<file path="config.mk">
export PLATFORM = sky130hd
export DESIGN_NAME = quaternion_mean_sign_aligned
export DESIGN_NICKNAME = d
export VERILOG_FILES = /design/src/rtl/qmsa_pkg.sv /design/src/rtl/qmsa_datapath.sv /design/src/rtl/qmsa_ctrl.sv /design/src/rtl/quaternion_mean_sign_aligned.sv
export SDC_FILE = /design/constraint.sdc
export NUM_CORES = 2
export LEC_CHECK = 0
export ABC_AREA = 1
export ABC_CLOCK_PERIOD_IN_PS = 9520
export BUFFER_PORTS_ARGS = -buffer_cell sky130_fd_sc_hd__buf_2
export CORE_MARGIN = 2
export CORE_UTILIZATION = 62
export CTS_CLUSTER_DIAMETER = 80
export DETAILED_ROUTE_END_ITERATION = 10
export PLACE_DENSITY = 0.77
export SLEW_MARGIN = 20
export SYNTH_ARGS = -nofsm -noshare
export SYNTH_HDL_FRONTEND = slang
export SYNTH_HIERARCHICAL = 1
export SYNTH_SLANG_ARGS = --single-unit
</file>
<file path="constraint.sdc">
create_clock -name clk -period 9.52 [get_ports clk]
set_clock_uncertainty 0.2 [all_clocks]
set_input_delay 0.952 -clock clk [delete_from_list [all_inputs] [get_ports clk]]
set_output_delay 0.952 -clock clk [all_outputs]
set_load 0.1 [all_outputs]
</file>
<file path="src/rtl/qmsa_pkg.sv">
// Package with the payload types, widths and control structs of the quaternion mean block.
`timescale 1ns / 1ps
`default_nettype none
package qmsa_pkg;

  localparam int NUM_COMP    = 4;
  localparam int COMP_W      = 16;
  localparam int SUM_W       = 23;
  localparam int PROD_W      = 2 * SUM_W;
  localparam int ACC_W       = PROD_W + 2;
  localparam int NORM_W      = PROD_W + 1;
  localparam int Q_W         = 16;
  localparam int QN_W        = NORM_W + Q_W + 1;
  localparam int ROOT_W      = 80;
  localparam int SCALE_SHIFT = 30;
  localparam int IDX_W       = $clog2(NUM_COMP);
  localparam int BIT_W       = $clog2(Q_W);

  localparam logic signed [SUM_W-1:0] SUM_MAX = {1'b0, {(SUM_W-1){1'b1}}};
  localparam logic signed [SUM_W-1:0] SUM_MIN = {1'b1, {(SUM_W-1){1'b0}}};
  localparam logic signed [COMP_W-1:0] OUT_MAX = {1'b0, {(COMP_W-1){1'b1}}};

  typedef struct packed {
    logic signed [COMP_W-1:0] quat_x;
    logic signed [COMP_W-1:0] quat_y;
    logic signed [COMP_W-1:0] quat_z;
    logic signed [COMP_W-1:0] quat_w;
    logic                     last_sample;
  } sample_t;

  typedef struct packed {
    logic signed [COMP_W-1:0] mean_x;
    logic signed [COMP_W-1:0] mean_y;
    logic signed [COMP_W-1:0] mean_z;
    logic signed [COMP_W-1:0] mean_w;
  } mean_t;

  typedef struct packed {
    logic             load;
    logic             mul_en;
    logic             mul_sq;
    logic [IDX_W-1:0] mul_idx;
    logic             acc_clr;
    logic             acc_en;
    logic             update;
    logic             root_init;
    logic             root_prep;
    logic             root_step;
    logic [BIT_W-1:0] bit_idx;
    logic [IDX_W-1:0] comp;
    logic             store;
    logic             out_load;
  } qmsa_cmd_t;

  typedef struct packed {
    logic last;
    logic out_free;
  } qmsa_status_t;

endpackage
`default_nettype wire

</file>
<file path="src/rtl/qmsa_datapath.sv">
// Datapath: sample register, component sums, shared multiplier, accumulator and root unit.
`timescale 1ns / 1ps
`default_nettype none
module qmsa_datapath
  import qmsa_pkg::*;
(
  input  wire logic         clk,
  input  wire logic         rst,
  input  wire sample_t      sample,
  input  wire qmsa_cmd_t    cmd,
  output qmsa_status_t      status,
  output logic              mean_valid,
  input  wire logic         mean_stall,
  output mean_t             mean
);

  localparam int EXT_W = SUM_W + 2;

  sample_t                   cur;
  logic signed [SUM_W-1:0]   sums [NUM_COMP];
  logic signed [PROD_W-1:0]  prod;
  logic signed [ACC_W-1:0]   acc;
  logic [ROOT_W-1:0]         rem;
  logic [ROOT_W-1:0]         dsub;
  logic [QN_W-1:0]           qn;
  logic [Q_W-1:0]            q;
  logic signed [COMP_W-1:0]  res [NUM_COMP];

  logic signed [SUM_W-1:0]   mul_a;
  logic signed [SUM_W-1:0]   mul_b;
  logic [NORM_W-1:0]         norm;
  logic                      dot_neg;
  logic signed [SUM_W-1:0]   store_sum;
  logic signed [COMP_W-1:0]  store_val;

  function automatic logic signed [COMP_W-1:0] comp_sel(sample_t s, logic [IDX_W-1:0] i);
    logic signed [COMP_W-1:0] v;
    case (i)
      2'd0:    v = s.quat_x;
      2'd1:    v = s.quat_y;
      2'd2:    v = s.quat_z;
      default: v = s.quat_w;
    endcase
    return v;
  endfunction

  assign norm    = acc[NORM_W-1:0];
  assign dot_neg = acc[ACC_W-1];

  assign mul_b = sums[cmd.mul_idx];
  assign mul_a = cmd.mul_sq ? sums[cmd.mul_idx] : SUM_W'(comp_sel(cur, cmd.mul_idx));

  // Result of one component: magnitude from the root unit, sign from the sum.
  assign store_sum = sums[cmd.comp];
  always_comb begin
    if (norm == '0 || store_sum == '0) begin
      store_val = '0;
    end else if (!store_sum[SUM_W-1]) begin
      store_val = q[Q_W-1] ? OUT_MAX : COMP_W'(q);
    end else begin
      store_val = COMP_W'((Q_W + 1)'(0) - {1'b0, q});
    end
  end

  always_ff @(posedge clk) begin
    if (cmd.load) begin
      cur <= sample;
    end
    if (cmd.mul_en) begin
      prod <= mul_a * mul_b;
    end
    if (cmd.acc_clr) begin
      acc <= '0;
    end else if (cmd.acc_en) begin
      acc <= acc + ACC_W'(prod);
    end
    // Root search: largest q with q*q*norm <= sum*sum*2^30, one bit per prep and step pair.
    if (cmd.root_init) begin
      rem <= ROOT_W'(prod[PROD_W-2:0]) << SCALE_SHIFT;
      qn  <= '0;
      q   <= '0;
    end
    if (cmd.root_prep) begin
      dsub <= (ROOT_W'(qn) << ({1'b0, cmd.bit_idx} + 5'd1))
            + (ROOT_W'(norm) << {cmd.bit_idx, 1'b0});
    end
    if (cmd.root_step && dsub <= rem) begin
      rem        <= rem - dsub;
      qn         <= qn + (QN_W'(norm) << cmd.bit_idx);
      q[cmd.bit_idx] <= 1'b1;
    end
    if (cmd.store) begin
      res[cmd.comp] <= store_val;
    end
    if (cmd.out_load) begin
      mean.mean_x <= res[0];
      mean.mean_y <= res[1];
      mean.mean_z <= res[2];
      mean.mean_w <= res[3];
    end
  end

  // Component sums: sign-aligned saturating update, cleared after a result is formed.
  always_ff @(posedge clk) begin
    if (rst) begin
      for (int i = 0; i < NUM_COMP; i++) begin
        sums[i] <= '0;
      end
    end else if (cmd.out_load) begin
      for (int i = 0; i < NUM_COMP; i++) begin
        sums[i] <= '0;
      end
    end else if (cmd.update) begin
      for (int i = 0; i < NUM_COMP; i++) begin
        logic signed [EXT_W-1:0] ext;
        logic signed [EXT_W-1:0] cv;
        logic signed [EXT_W-1:0] nv;
        ext = EXT_W'(sums[i]);
        cv  = EXT_W'(comp_sel(cur, IDX_W'(i)));
        nv  = dot_neg ? ext - cv : ext + cv;
        if (nv > EXT_W'(SUM_MAX)) begin
          sums[i] <= SUM_MAX;
        end else if (nv < EXT_W'(SUM_MIN)) begin
          sums[i] <= SUM_MIN;
        end else begin
          sums[i] <= SUM_W'(nv);
        end
      end
    end
  end

  always_ff @(posedge clk) begin
    if (rst) begin
      mean_valid <= 1'b0;
    end else if (cmd.out_load) begin
      mean_valid <= 1'b1;
    end else if (!mean_stall) begin
      mean_valid <= 1'b0;
    end
  end

  assign status.last     = cur.last_sample;
  assign status.out_free = !mean_valid || !mean_stall;

endmodule
`default_nettype wire

</file>
<file path="src/rtl/qmsa_ctrl.sv">
// Controller: sequences the dot product, sum update, norm and per-component root search.
`timescale 1ns / 1ps
`default_nettype none
module qmsa_ctrl
  import qmsa_pkg::*;
(
  input  wire logic         clk,
  input  wire logic         rst,
  input  wire logic         sample_valid,
  output logic              sample_stall,
  input  wire qmsa_status_t status,
  output qmsa_cmd_t         cmd
);

  typedef enum logic [3:0] {
    S_IDLE, S_DOT, S_UPDATE, S_NORM, S_SQ, S_RINIT, S_PREP, S_STEP, S_STORE, S_OUT
  } state_t;

  localparam int CNT_W = $clog2(NUM_COMP + 1);
  localparam logic [CNT_W-1:0] CNT_LAST = CNT_W'(NUM_COMP);
  localparam logic [IDX_W-1:0] COMP_LAST = IDX_W'(NUM_COMP - 1);
  localparam logic [BIT_W-1:0] BIT_TOP = BIT_W'(Q_W - 1);

  state_t           state;
  logic [CNT_W-1:0] cnt;
  logic [BIT_W-1:0] bit_idx;
  logic [IDX_W-1:0] comp;
  logic             busy;

  assign sample_stall = busy;

  always_ff @(posedge clk) begin
    if (rst) begin
      state   <= S_IDLE;
      cnt     <= '0;
      bit_idx <= '0;
      comp    <= '0;
      busy    <= 1'b0;
    end else begin
      case (state)
        S_IDLE: begin
          if (sample_valid) begin
            state <= S_DOT;
            cnt   <= '0;
            busy  <= 1'b1;
          end
        end
        S_DOT: begin
          cnt <= cnt + 1'b1;
          if (cnt == CNT_LAST) begin
            state <= S_UPDATE;
          end
        end
        S_UPDATE: begin
          if (status.last) begin
            state <= S_NORM;
            cnt   <= '0;
          end else begin
            state <= S_IDLE;
            busy  <= 1'b0;
          end
        end
        S_NORM: begin
          cnt <= cnt + 1'b1;
          if (cnt == CNT_LAST) begin
            state <= S_SQ;
            comp  <= '0;
          end
        end
        S_SQ: begin
          state <= S_RINIT;
        end
        S_RINIT: begin
          state   <= S_PREP;
          bit_idx <= BIT_TOP;
        end
        S_PREP: begin
          state <= S_STEP;
        end
        S_STEP: begin
          if (bit_idx == '0) begin
            state <= S_STORE;
          end else begin
            bit_idx <= bit_idx - 1'b1;
            state   <= S_PREP;
          end
        end
        S_STORE: begin
          if (comp == COMP_LAST) begin
            state <= S_OUT;
          end else begin
            comp  <= comp + 1'b1;
            state <= S_SQ;
          end
        end
        S_OUT: begin
          if (status.out_free) begin
            state <= S_IDLE;
            busy  <= 1'b0;
          end
        end
        default: begin
          state <= S_IDLE;
          busy  <= 1'b0;
        end
      endcase
    end
  end

  always_comb begin
    logic mac_phase;
    mac_phase     = (state == S_DOT) || (state == S_NORM);
    cmd           = '0;
    cmd.load      = (state == S_IDLE) && sample_valid && !busy;
    cmd.mul_en    = (mac_phase && cnt != CNT_LAST) || (state == S_SQ);
    cmd.mul_sq    = (state != S_DOT);
    cmd.mul_idx   = (state == S_SQ) ? comp : cnt[IDX_W-1:0];
    cmd.acc_clr   = cmd.load || ((state == S_UPDATE) && status.last);
    cmd.acc_en    = mac_phase && cnt != '0;
    cmd.update    = (state == S_UPDATE);
    cmd.root_init = (state == S_RINIT);
    cmd.root_prep = (state == S_PREP);
    cmd.root_step = (state == S_STEP);
    cmd.bit_idx   = bit_idx;
    cmd.comp      = comp;
    cmd.store     = (state == S_STORE);
    cmd.out_load  = (state == S_OUT) && status.out_free;
  end

endmodule
`default_nettype wire

</file>
<file path="src/rtl/quaternion_mean_sign_aligned.sv">
// Top level of the sign-aligned quaternion mean: controller, datapath and checks.
//
// Usage: quaternions in Q1.15 arrive one per request on the sample channel
// (sample_valid, sample_stall, sample); the request flagged last_sample closes
// the batch. Each quaternion is negated when its dot product with the running
// sums is negative, then added to the saturating 23-bit sums. The closing
// request yields one result on the mean channel (mean_valid, mean_stall, mean):
// the sum scaled to unit length in Q1.15, truncated toward zero, all zero for a
// zero sum. The sums clear once the result is loaded.
// A request that does not close a batch keeps the channel stalled while the
// shared multiplier does four products in turn and the sums are updated.
// A closing request goes on to form the norm from four squares, and per component
// runs a 16-bit root search, one bit per prepare and step pair, to form the result.
// The result sits in an output register; while the receiver stalls, the next
// batch is accepted and only a second result waits for the register to drain.
// Reset (synchronous, rst high) clears the sums and the handshakes at once.
`timescale 1ns / 1ps
`default_nettype none
module quaternion_mean_sign_aligned
  import qmsa_pkg::*;
(
  input  wire logic    clk,
  input  wire logic    rst,
  input  wire logic    sample_valid,
  output logic         sample_stall,
  input  wire sample_t sample,
  output logic         mean_valid,
  input  wire logic    mean_stall,
  output mean_t        mean
);

  qmsa_cmd_t    cmd;
  qmsa_status_t status;

  qmsa_ctrl u_ctrl (
    .clk          (clk),
    .rst          (rst),
    .sample_valid (sample_valid),
    .sample_stall (sample_stall),
    .status       (status),
    .cmd          (cmd)
  );

  qmsa_datapath u_datapath (
    .clk        (clk),
    .rst        (rst),
    .sample     (sample),
    .cmd        (cmd),
    .status     (status),
    .mean_valid (mean_valid),
    .mean_stall (mean_stall),
    .mean       (mean)
  );

  // The datapath takes a request exactly when the channel accepts one.
  a_load_matches_accept: assert property (@(posedge clk) disable iff (rst)
    cmd.load == (sample_valid && !sample_stall))
    else $error("sample load does not match channel accept");

  // A pending result is never overwritten.
  a_no_result_overwrite: assert property (@(posedge clk) disable iff (rst)
    cmd.out_load |-> (!mean_valid || !mean_stall))
    else $error("result loaded over a stalled result");

  // A loaded result is offered in the next cycle.
  a_result_offered: assert property (@(posedge clk) disable iff (rst)
    cmd.out_load |=> mean_valid)
    else $error("loaded result not offered");

  // No new request is taken while the batch end is being worked out.
  a_busy_during_root: assert property (@(posedge clk) disable iff (rst)
    (cmd.root_prep || cmd.root_step || cmd.store) |-> sample_stall)
    else $error("request accepted during normalization");

endmodule
`default_nettype wire
</file>
-- Word-level counts from Yosys, hierarchy flattened
Memory sizes are Yosys's and may differ from the RTL's. A register that Yosys moved wholly into a read port is not among the register bits.
Index checks and enable logic that the tools add are counted.
- RAM bits: 156
- register bits after elaboration: 414
- memories: 2
- output and inout port bits: 66
- logic and storage cells: 271
- memory list (memory ; words ; width ; read ports ; clocked after Yosys merged registers in ; write ports ; RTL line ; RTL):
    u_datapath.sums ; 4 ; 23 ; 6 ; 1 ; 4 ; qmsa_datapath.sv:20 ; logic signed [SUM_W-1:0] sums [NUM_COMP];
    u_datapath.res ; 4 ; 16 ; 4 ; 4 ; 1 ; qmsa_datapath.sv:27 ; logic signed [COMP_W-1:0] res [NUM_COMP];
- add/sub/neg operators: 17
- bitwise gates (word level): 18
- reduce and logical (&&, ||, !) cells: 33
- shift operators: 3
- multiply operators: 1
- equal/unequal tests: 24
- magnitude comparators: 11
- muxes and demuxes: 145
- operators by type and width (operator ; count):
    $mux 23 ; 17
    $mux 16 ; 16
    $mux 80 ; 2
    $mux 64 ; 2
    $gt 25x23->1 const B ; 4
    $lt 25x23->1 const B ; 4
    $mux 25 ; 4
    $add 23x16->24 ; 4
    $sub 23x16->24 ; 4
    $mux 1 ; 81
    $add 80x80->80 ; 1
    $le 80x80->1 ; 1
    $shl 47x5->80 ; 1
    $shl 64x5->80 ; 1
    $sub 80x80->80 ; 1
    $add 64x64->64 ; 1
    $shl 47x4->64 ; 1
    $add 48x46->48 ; 1
    $pmux 16 s3 ; 1
    $logic_not 47->1 ; 1
    $mul 23x23->46 ; 1
    $pmux 4 s10 ; 1
    $mux 4 ; 7
    $logic_not 23->1 ; 1
    41 further kinds ; 94

-- Longest topological paths before layout
- depth in word-level cells: 16
- depth in mapped cells: 45
- depth with buffers taken out: 42

-- Hierarchy
The synthesis kept the hierarchy.
- by module, submodules not included (module ; instances ; sequential area each (µm²) ; cells each ; area each (µm²)):
    qmsa_datapath ; 1 ; 17737.0 ; 11344 ; 79089.6
    qmsa_ctrl ; 1 ; 280.3 ; 151 ; 949.7

-- Least setup slack after synthesis
Ideal clock, no wire load.
- path kind: register to register
- start point: register u_ctrl.state[2]
- end point: register u_datapath.prod[41] (data pin)
- clock period less this slack: 8.129 ns
- data arrival time: 7.670 ns
- stages on the path, launching flop included: 35
- path slack: 1.391 ns
- cell sequence: dfxtp_1 > inv_2 > nor2_4 > nand2_2 > a21oi_1 > nor2_2 > inv_2 > buf_4 > o221ai_1 > nor2_2 > inv_2 > buf_6 > nand2_2 > clkinv_1 > nand2_1 > fa_1 > fa_1 > inv_1 > fa_1 > inv_1 > fa_1 > fa_1 > fa_1 > fa_1 > inv_1 > ha_1 > nand2_1 > nor2_1 > inv_1 > nor4_1 > nand3_1 > nand3_1 > nand2_1 > nand2_1 > xor2_1
- RTL lines (item ; RTL line ; RTL):
    start: declaration ; qmsa_ctrl.sv:24 ; state_t state;
    start signal: assignment ; qmsa_ctrl.sv:34 ; state <= S_IDLE;
    start signal: assignment ; qmsa_ctrl.sv:43 ; state <= S_DOT;
    start signal: assignment ; qmsa_ctrl.sv:51 ; state <= S_UPDATE;
    end signal: assignment ; qmsa_datapath.sv:70 ; prod <= mul_a * mul_b;
    end: declaration ; qmsa_datapath.sv:21 ; logic signed [PROD_W-1:0] prod;

==> impl_metrics.xml <==
<?xml version="1.0" encoding="UTF-8"?>
<metrics>
  <group name="logic_synthesis">
    <metric name="postSynthCellCount" unit="">11500</metric>
    <metric name="synth_seq_area_share" unit="%">22.5</metric>
    <metric name="synth.net_count" unit="">12600</metric>
    <metric name="yosys_register_bits" unit="">634</metric>
    <metric name="synth_async_sr_flop_share" unit="%">0</metric>
    <metric name="ys_dominant_reg_cell" unit="">sky130_fd_sc_hd__edfxtp_1</metric>
    <metric name="avgSynthCellArea" unit="sq um">6.96</metric>
    <metric name="yosys_warnings" unit="">6</metric>
    <metric name="ys_types" unit="">68</metric>
    <metric name="synth_edf_count" unit="">532</metric>
    <metric name="netlist_area" unit="sq um">80000</metric>
  </group>
  <group name="run_status">
    <metric name="violations" unit="">DRC</metric>
    <metric name="run_status" unit="">complete, but fails checks</metric>
  </group>
  <group name="routing">
    <metric name="wire_per_inst" unit="microns">23.5</metric>
    <metric name="post-route-drc-count" unit="">1</metric>
    <metric name="detailedRoute.firstPassIterationCount" unit="">11</metric>
    <metric name="avgViaCountPerCell" unit="">6.21</metric>
    <metric name="via_count" unit="">82300</metric>
    <metric name="detailedRoute.firstIterationViolations" unit="">12400</metric>
    <metric name="antenna_violating_nets_post_route" unit="">0</metric>
    <metric name="finalWirelength" unit="microns">311000</metric>
  </group>
  <group name="critical_path">
    <metric name="worst-endpoint-required" unit="ps">9760</metric>
    <metric name="reg2reg_slack" unit="ps">220</metric>
    <metric name="worst_path_max_delay_cell" unit="">sky130_fd_sc_hd__fa_1</metric>
    <metric name="critical_path_most_common_cell" unit="">sky130_fd_sc_hd__fa_1</metric>
    <metric name="buf_inv_on_cp" unit="">10</metric>
    <metric name="cpLargestDelayFamily" unit="">adder cells</metric>
    <metric name="classification_of_the_worst_setup_path" unit="">reg2reg</metric>
    <metric name="worstSetupEndpointType" unit="">flop</metric>
    <metric name="cp_max_fo" unit="">25</metric>
    <metric name="cpPeakStageDelay" unit="ps">580</metric>
    <metric name="worstPathArrival" unit="ps">9540</metric>
    <metric name="timing.critical_path.from_type" unit="">flop</metric>
  </group>
  <group name="timing">
    <metric name="rsz0062_at_grt" unit="">no</metric>
    <metric name="fmaxAchievable" unit="MHz">107</metric>
    <metric name="setup_viol" unit="">0</metric>
    <metric name="timing.max_slew.rel_slack" unit="%">24.8</metric>
    <metric name="final_period_minus_worst_setup_slack" unit="ps">9300</metric>
    <metric name="final_worst_path_period_share" unit="%">97.7</metric>
    <metric name="slew_violations" unit="">0</metric>
    <metric name="hold_viol" unit="">0</metric>
    <metric name="setup_total_negative_slack" unit="ps">0</metric>
    <metric name="worst_pin_slew" unit="ps">1130</metric>
  </group>
  <group name="floorplan">
    <metric name="design.portCount" unit="">135</metric>
    <metric name="floorplan.initialDensity" unit="%">62.6</metric>
    <metric name="overall_die_width" unit="microns">363</metric>
    <metric name="die-area" unit="sq um">132000</metric>
    <metric name="die_height" unit="microns">363</metric>
    <metric name="row_count" unit="">131</metric>
    <metric name="core-area" unit="sq um">128000</metric>
  </group>
  <group name="final_layout">
    <metric name="synthToLayoutAreaGrowth" unit="%">6.42</metric>
    <metric name="final_layout_size_suffix_gt1_share" unit="%">5.11</metric>
    <metric name="finalNetCount" unit="">12700</metric>
    <metric name="layout.filler_cells" unit="">11400</metric>
    <metric name="layout.cells.most_common_list" unit="">2812 x sky130_fd_sc_hd__nand2_1, 1857 x sky130_fd_sc_hd__inv_1, 1431 x sky130_fd_sc_hd__nor2_1</metric>
    <metric name="final_common_cell" unit="">sky130_fd_sc_hd__nand2_1</metric>
    <metric name="final_non_filler_cell_area" unit="sq um">85200</metric>
    <metric name="final_cell_count_no_fill" unit="">13300</metric>
  </group>
  <group name="placed_design">
    <metric name="routabilityCongestion" unit="">1.14</metric>
    <metric name="placed_area" unit="sq um">82300</metric>
    <metric name="io_buffer_count" unit="">134</metric>
    <metric name="placedCellCount" unit="">13100</metric>
    <metric name="hpwl" unit="microns">251000</metric>
  </group>
  <group name="cts">
    <metric name="worst_skew_pair.late_latency" unit="ps">720</metric>
    <metric name="cts-buffers-inserted" unit="">79</metric>
    <metric name="clk_pin_slew_worst_paths" unit="ps">70</metric>
    <metric name="clock-root-buffer" unit="">sky130_fd_sc_hd__clkbuf_16</metric>
    <metric name="clock_tree_from_tritoncts" unit="">built</metric>
    <metric name="max-clock-path-buffers" unit="">3</metric>
    <metric name="clock_sink_count" unit="">634</metric>
    <metric name="cts_h_tree_depth" unit="">3</metric>
    <metric name="cts_hold_buffers" unit="">0</metric>
  </group>
  <group name="hold_path">
    <metric name="timing.hold.worst.class" unit="">in2reg</metric>
  </group>
  <group name="global_routing">
    <metric name="grt_pass1_wl" unit="microns">463000</metric>
    <metric name="grt_remaining_overflow" unit="">0</metric>
    <metric name="grt_start_max_net_pins" unit="">91</metric>
    <metric name="first_global_vias" unit="">79000</metric>
    <metric name="global_route_usage_over_all_layers" unit="%">46.2</metric>
    <metric name="grt_antenna_before_repair" unit="">3</metric>
  </group>
  <group name="job">
    <metric name="maxCapViolCount" unit="">0</metric>
  </group>
</metrics>
[worst register-to-register path: cells and delay by family (launching register included)]
kind	cells	cell delay (ps)
xor gates and xnor gates	1	170
buffers and inverters	10	1240
and+or+nand+nor	6	1070
DFF	1	460
adders and majority gates	8	3950
AOI/OAI and AO/OA	9	1950
[synth_stat cells (85+ instances only)]
cell | n | share of area (%)
sky130_fd_sc_hd__a21oi_1 | 758 | 4.7
sky130_fd_sc_hd__buf_2 | 118 | 0.74
sky130_fd_sc_hd__clkbuf_1 | 130 | 0.61
sky130_fd_sc_hd__dfxtp_1 | 102 | 2.6
sky130_fd_sc_hd__edfxtp_1 | 532 | 20
sky130_fd_sc_hd__fa_1 | 574 | 14
sky130_fd_sc_hd__ha_1 | 495 | 7.7
sky130_fd_sc_hd__inv_1 | 1865 | 8.7
sky130_fd_sc_hd__nand2_1 | 2820 | 13
sky130_fd_sc_hd__nand3_1 | 576 | 3.6
sky130_fd_sc_hd__nand4_1 | 181 | 1.4
sky130_fd_sc_hd__nor2_1 | 1434 | 6.7
sky130_fd_sc_hd__nor3_1 | 85 | 0.53
sky130_fd_sc_hd__o21ai_0 | 717 | 4.5
sky130_fd_sc_hd__xnor2_1 | 96 | 1.1
sky130_fd_sc_hd__xor2_1 | 232 | 2.5
[worst paths after layout]
check / start / cells after the start / end
setup / recovery: u_ctrl/state[2] / 34 / u_datapath/prod[30]
hold / removal: sample[48] / 1 / u_datapath/cur[48]
setup reg to reg: u_ctrl/state[2] / 34 / u_datapath/prod[30]
hold reg to reg: u_datapath/res[3][15] / 0 / u_datapath/mean[15]
[state kept, by name, indices dropped and copies added (netlist names)]
name,flops
u_datapath/sums,92
u_datapath/dsub,80
u_datapath/rem,80
u_datapath/cur,64
u_datapath/mean,64
u_datapath/qn,64
u_datapath/res,64
u_datapath/acc,48
u_datapath/prod,46
u_datapath/q,16
u_ctrl/bit_idx,4
u_ctrl/state,4
u_ctrl/cnt,3
u_ctrl/comp,2
u_ctrl/sample_stall,1
u_datapath/mean_valid,1
u_datapath/status,1
[metal layers]
| layer | share of wire, % | wire length (microns) | GRT usage (%) | vias to the layer above |
|---|---|---|---|---|
| li1 | - | - | - | 37100 |
| met1 | 36 | 113000 | 57.0 | 38100 |
| met2 | 43 | 134000 | 71.8 | 5710 |
| met3 | 12 | 37800 | 11.8 | 1404 |
| met4 | 8.3 | 26000 | 30.8 | 6 |
| met5 | 0.014 | 43 | 0 | - |
[cell type report]
cell class	count	area (sq um)	area share [%]
multi-input combinational	8631	53500	62.8
timing repair buffer	263	1700	1.99
antenna	2	5.00	0.00588
inverter	1913	7210	8.46
tap	1662	2080	2.44
clock inverter	53	588	0.690
sequential	634	18000	21.2
clock buffer	93	2060	2.42
[stage by stage]
step                hold slack [ps]  setup WS [ps]  utilization (%)
floorplan                       200           1390                -
global placement                201            312             64.4
detailed placement              205            205             64.4
CTS                             171            150             66.5
global route                    192           8.19             66.6
finish                          204            216             66.6
[logic make-up after synthesis]
family	share of synthesized area [%]
adder cells (fa/ha/maj)	22.1
flip-flops	22.5
multiplexers	0.663
AO/OA/AOI/OAI	13.4
XOR/XNOR	3.61
buffers and inverters	10.9
AND/OR/NAND/NOR	26.9
[what timing repair did]
action | in CTS | in global routing
buffers inserted | 0 | 3
resized for setup | 0 | 39
endpoints found under the setup margin | 0 | 31
Power is left out: the tool's default activity adds up to more than one toggle a clock period on the data nets, which glitch-free logic cannot reach.
